$ cat src/hbc_pkg.sv
`timescale 1ns / 1ps
// ----------------------------------------------------------------------------
// hbc_pkg
// Shared types and constants for the histogram bucket counter.
// ----------------------------------------------------------------------------
package hbc_pkg;

    localparam int CMD_W     = 2;
    localparam int BUCKET_W  = 8;
    localparam int CFG_W     = 32;
    localparam int CFG_IDX_W = 2;
    localparam int BIU_W     = 9;

    typedef enum logic [CMD_W-1:0] {
        CMD_ADD   = 2'd0,
        CMD_READ  = 2'd1,
        CMD_CLEAR = 2'd2,
        CMD_NOP   = 2'd3
    } cmd_t;

    typedef enum logic [CFG_IDX_W-1:0] {
        CFG_LOWER   = 2'd0,
        CFG_UPPER   = 2'd1,
        CFG_BUCKETS = 2'd2,
        CFG_NONE    = 2'd3
    } cfg_idx_t;

    typedef enum logic [3:0] {
        ST_CLEAR,
        ST_IDLE,
        ST_WSTART,
        ST_WWAIT,
        ST_ISTART,
        ST_IWAIT,
        ST_ARD,
        ST_AUPD,
        ST_RRD,
        ST_RDAT,
        ST_DONE
    } state_t;

    typedef struct packed {
        logic accept;
        logic width_start;
        logic width_load;
        logic idx_start;
        logic idx_load;
        logic mem_read;
        logic mem_update;
        logic res_read;
        logic out_load;
        logic clr_start;
        logic clr_step;
    } dp_cmd_t;

    typedef struct packed {
        cmd_t in_cmd;
        cmd_t cmd;
        logic width_dirty;
        logic div_done;
        logic clr_last;
        logic out_free;
    } dp_status_t;

endpackage

$ cat src/hbc_ctrl.sv
`timescale 1ns / 1ps
// ----------------------------------------------------------------------------
// hbc_ctrl
// Command sequencer: clear sweep, width derivation, binning, memory access
// and result hand-off.
// ----------------------------------------------------------------------------
module hbc_ctrl (
    input  logic                clk,
    input  logic                rst_n,
    input  logic                s_tvalid,
    output logic                s_tready,
    input  hbc_pkg::dp_status_t sts,
    output hbc_pkg::dp_cmd_t    ctl
);

    hbc_pkg::state_t state_reg;
    hbc_pkg::state_t state_next;

    always_ff @(posedge clk or negedge rst_n)
    begin
        if (!rst_n)
            state_reg <= hbc_pkg::ST_CLEAR;
        else
            state_reg <= state_next;
    end

    always_comb
    begin
        state_next = state_reg;
        case (state_reg)
            hbc_pkg::ST_CLEAR:
                if (sts.clr_last)
                    state_next = hbc_pkg::ST_IDLE;
            hbc_pkg::ST_IDLE:
                if (s_tvalid)
                begin
                    case (sts.in_cmd)
                        hbc_pkg::CMD_ADD:
                            state_next = sts.width_dirty ? hbc_pkg::ST_WSTART
                                                         : hbc_pkg::ST_ISTART;
                        hbc_pkg::CMD_READ:
                            state_next = hbc_pkg::ST_RRD;
                        default:
                            state_next = hbc_pkg::ST_DONE;
                    endcase
                end
            hbc_pkg::ST_WSTART:
                state_next = hbc_pkg::ST_WWAIT;
            hbc_pkg::ST_WWAIT:
                if (sts.div_done)
                    state_next = hbc_pkg::ST_ISTART;
            hbc_pkg::ST_ISTART:
                state_next = hbc_pkg::ST_IWAIT;
            hbc_pkg::ST_IWAIT:
                if (sts.div_done)
                    state_next = hbc_pkg::ST_ARD;
            hbc_pkg::ST_ARD:
                state_next = hbc_pkg::ST_AUPD;
            hbc_pkg::ST_AUPD:
                state_next = hbc_pkg::ST_DONE;
            hbc_pkg::ST_RRD:
                state_next = hbc_pkg::ST_RDAT;
            hbc_pkg::ST_RDAT:
                state_next = hbc_pkg::ST_DONE;
            hbc_pkg::ST_DONE:
                if (sts.out_free)
                    state_next = (sts.cmd == hbc_pkg::CMD_CLEAR) ? hbc_pkg::ST_CLEAR
                                                                 : hbc_pkg::ST_IDLE;
            default:
                state_next = hbc_pkg::ST_IDLE;
        endcase
    end

    always_comb
    begin
        ctl      = '0;
        s_tready = 1'b0;
        case (state_reg)
            hbc_pkg::ST_CLEAR:
                ctl.clr_step = 1'b1;
            hbc_pkg::ST_IDLE:
            begin
                s_tready   = 1'b1;
                ctl.accept = s_tvalid;
            end
            hbc_pkg::ST_WSTART:
                ctl.width_start = 1'b1;
            hbc_pkg::ST_WWAIT:
                ctl.width_load = sts.div_done;
            hbc_pkg::ST_ISTART:
                ctl.idx_start = 1'b1;
            hbc_pkg::ST_IWAIT:
                ctl.idx_load = sts.div_done;
            hbc_pkg::ST_ARD:
                ctl.mem_read = 1'b1;
            hbc_pkg::ST_AUPD:
                ctl.mem_update = 1'b1;
            hbc_pkg::ST_RRD:
                ctl.mem_read = 1'b1;
            hbc_pkg::ST_RDAT:
                ctl.res_read = 1'b1;
            hbc_pkg::ST_DONE:
            begin
                ctl.out_load  = sts.out_free;
                ctl.clr_start = sts.out_free && (sts.cmd == hbc_pkg::CMD_CLEAR);
            end
            default:
            begin
            end
        endcase
    end

endmodule

$ cat config.mk
export PLATFORM = sky130hd
export DESIGN_NAME = hbc_ctrl
export DESIGN_NICKNAME = d
export VERILOG_FILES = /design/src/hbc_pkg.sv /design/src/hbc_ctrl.sv
export SDC_FILE = /design/constraint.sdc
export NUM_CORES = 1
export LEC_CHECK = 0
export ABC_AREA = 1
export CAP_MARGIN = 0
export CORE_AREA = 2 2 39 41
export CTS_BUF_LIST = sky130_fd_sc_hd__clkbuf_4
export CTS_CLUSTER_DIAMETER = 120
export DETAILED_ROUTE_END_ITERATION = 10
export DIE_AREA = 0 0 41 43
export DONT_BUFFER_PORTS = 1
export PLACE_DENSITY = 0.5
export SLEW_MARGIN = 20
export SYNTH_ARGS = -nofsm -noshare
export SYNTH_HDL_FRONTEND = slang
export SYNTH_SLANG_ARGS = --single-unit
$ cat constraint.sdc
create_clock -name clk -period 2.56 [get_ports clk]
set_input_delay 0.256 -clock clk [delete_from_list [all_inputs] [get_ports clk]]
set_output_delay 0.256 -clock clk [all_outputs]
set_load 0.02 [all_outputs]
==> results.json <==
{
  "dieHeight_um": 43,
  "cts_tree": "yes",
  "routed_wl_um": 1060,
  "cts_buffers": 3,
  "synthCells": 75,
  "layoutNonFillerInstCount": 96,
  "cpPeakStageDelay_ps": 540,
  "antenna_found_initial": 0,
  "power.density_nw_per_um2": 1230,
  "synth_area_leader_cell": "dfrtp_1",
  "multiInputGateArea_um2": 309,
  "place_inst": 92,
  "clock_sinks": 4,
  "grt_first_pass_wirelength_um": 1680,
  "fin_area_um2": 510,
  "track_usage_pct": 13.9,
  "post-route-drc-count": 0,
  "maxSlewHeadroom_pct": 56.6,
  "core_um2": 1380,
  "routedWlPerCell_um": 11.0,
  "min_path_type": "in2reg",
  "areaGrowthSynthToFinish_pct": 13.3,
  "root_buffer": "clkbuf_4",
  "vias": 462,
  "crit_family": "compound AO/OA/AOI/OAI gates",
  "rsz0062_at_grt": "no",
  "crit_type": "reg2out",
  "hold_violations": 0,
  "fin_util_pct": 36.9,
  "row_count": 14,
  "dpl_cell_area_um2": 478,
  "cp.required_ps": 2300,
  "fmax_mhz": 604,
  "synth_edf_count": 0,
  "initial_core_util_pct": 32.5,
  "grt_max_degree": 7,
  "htree_levels": 1,
  "synthTopCellsByArea": "dfrtp_1 (22%), nand2_1 (13%), nor2_1 (13%), inv_1 (7.5%), nand3_1 (6.7%)",
  "register_area_um2": 100,
  "io_buffer_count": 0,
  "synth_top_area_share_pct": 22.2,
  "fin_crit_ps": 1660,
  "rr_worst_depth": 7,
  "fin_nets": 93,
  "worstReg2RegStart": "state_reg[3]$_DFFE_PN0P_",
  "async_reset_ff_share_pct": 100,
  "io_pins": 23,
  "ctsResizeCount": 0,
  "syn_nets": 86,
  "timing.rr.end": "state_reg[1]$_DFFE_PN0P_",
  "ys_warn_count": 0,
  "critPathCapture": "ctl[5]",
  "synthFlopType": "dfrtp_1",
  "post-route-period-util_pct": 64.7,
  "startpoint": "state_reg[3]$_DFFE_PN0P_",
  "cp.depth": 3,
  "fill_cells": 151,
  "seq_area_frac_synth_pct": 22.2,
  "endpoint_kind": "output pin",
  "die_area_um2": 1760,
  "drv_slew": 0,
  "synth.avg_cell_area_um2": 6.01,
  "first_pass_iters": 4,
  "ys_top_cells_by_count": "nand2_1 (15), nor2_1 (15), inv_1 (9)",
  "cp_max_fo": 6,
  "worstSetupStartpointType": "register",
  "maxCapViolations": 0,
  "clk_path_buf_depth": 2,
  "ir_drop_uv": 392,
  "path_buf_inv": 1,
  "globalplace.congestion": 0.730,
  "layout-drive-gt1-share_pct": 21.3,
  "num_antenna_cells": 0,
  "grt_pass1_vias": 423,
  "fin_setup_tns_ps": 0,
  "synth_cell_type_count": 17,
  "critPathSlowestCell": "o21ai_0",
  "synth-seq-cells": 4,
  "status": "finished, final reports clean",
  "critPathArrivalTime_ps": 1400,
  "drtAntennaViolNets": 0,
  "tightest_slew_ps": 644,
  "setup_viol": 0,
  "fin_skew_ps": 2.50,
  "overflow": 0,
  "place_hpwl_um": 905,
  "drtIter0Drc": 25,
  "rrSetupSlack_ps": 1150,
  "clk_pin_slew_worst_paths_ps": 40,
  "cp_cell_sequence": "inv_2, nand2_4, o21ai_0",
  "fp.dieW_um": 41,
  "clock_latency_ps": 230,
  "hold_ws_ps": 254,
  "largest_reg_flops": 4,
  "viasPerCell": 4.81,
  "leakage_uw": 0.000274,
  "syn_area_um2": 450
}
-- through the flow --
| stage | setup slack (ps) | power, uW |
|---|---|---|
| floorplan | 995 | 482 |
| global route | 806 | 702 |
| finish | 904 | 630 |
| global placement | 1140 | 556 |
| CTS | 886 | 636 |
| detailed placement | 1130 | 551 |
-- layout make-up --
cell class                 count  share of cell area (%)
clock buffer                   3                    4.41
sequential                     4                    19.6
timing repair buffer           2                    3.43
inverter                      11                    8.09
multi-input combinational     60                    60.5
tap                           16                    3.92
-- timing repair --
| action | CTS | global route |
|---|---|---|
| endpoints found under the hold margin | 4 | 0 |
| setup buffers | 0 | 0 |
| hold buffers | 1 | 0 |
-- metal layers --
metal	vias to the layer above	routed length (um)	part of all wire, %	track usage (%)
li1	251	-	-	-
met1	200	482	46	20.3
met4	0	0	0	4.00
met3	0	63	5.9	3.14
met5	-	0	0	0
met2	11	514	49	20.0
-- cells in the final DEF (no fill, tap or decap) --
cell / netlist / layout
clkbuf_4: 0 / 3
nor2_1: 15 / 15
nand3_2: 1 / 1
dlygate4sd3_1: 0 / 1
o21bai_1: 2 / 2
nor4_1: 1 / 1
nand2_2: 3 / 3
nand2_1: 15 / 15
nand3_1: 6 / 6
inv_2: 2 / 2
nand2_4: 2 / 2
nand3b_1: 1 / 1
nor2_4: 1 / 1
inv_1: 9 / 9
dfrtp_1: 4 / 4
nor3_1: 3 / 3
o21ai_0: 4 / 4
o211ai_1: 2 / 2
nor2_2: 4 / 4
buf_4: 0 / 1
-- power by group --
part	total (uW)	internal (uW)	switching, uW	leakage [uW]
clock network	77.2	52.4	24.8	0.0000138
registers	134	91.9	42.0	0.0000509
logic	419	125	294	0.000209
-- cells by family after synthesis --
group / count (synthesis) / share of synthesized area, %
AO/OA/AOI/OAI: 8 / 11.1
flip-flops: 4 / 22.2
buffers and inverters: 11 / 9.17
AND/OR/NAND/NOR: 52 / 57.5
-- how the worst min path moves through the flow --
stage	startpoint	to	slack [ps]	cells past startpoint
6_report	sts[2]	state_reg[2]$_DFFE_PN0P_	250	3
2_1_floorplan	rst_n	state_reg[0]$_DFFE_PN0P_	-40	0
4_1_cts	sts[2]	state_reg[2]$_DFFE_PN0P_	250	3
3_3_place_gp	rst_n	state_reg[2]$_DFFE_PN0P_	-40	0
3_5_place_dp	rst_n	state_reg[1]$_DFFE_PN0P_	-40	0
5_1_grt	sts[2]	state_reg[2]$_DFFE_PN0P_	280	3
-- worst reg2reg max path: cells and delay by family, from the launching register on --
kind / cells / cell delay (ps)
simple gates: 6 / 810
buf+inv: 1 / 120
flops: 1 / 420
Note: power is estimated with default switching activity, not from simulation.
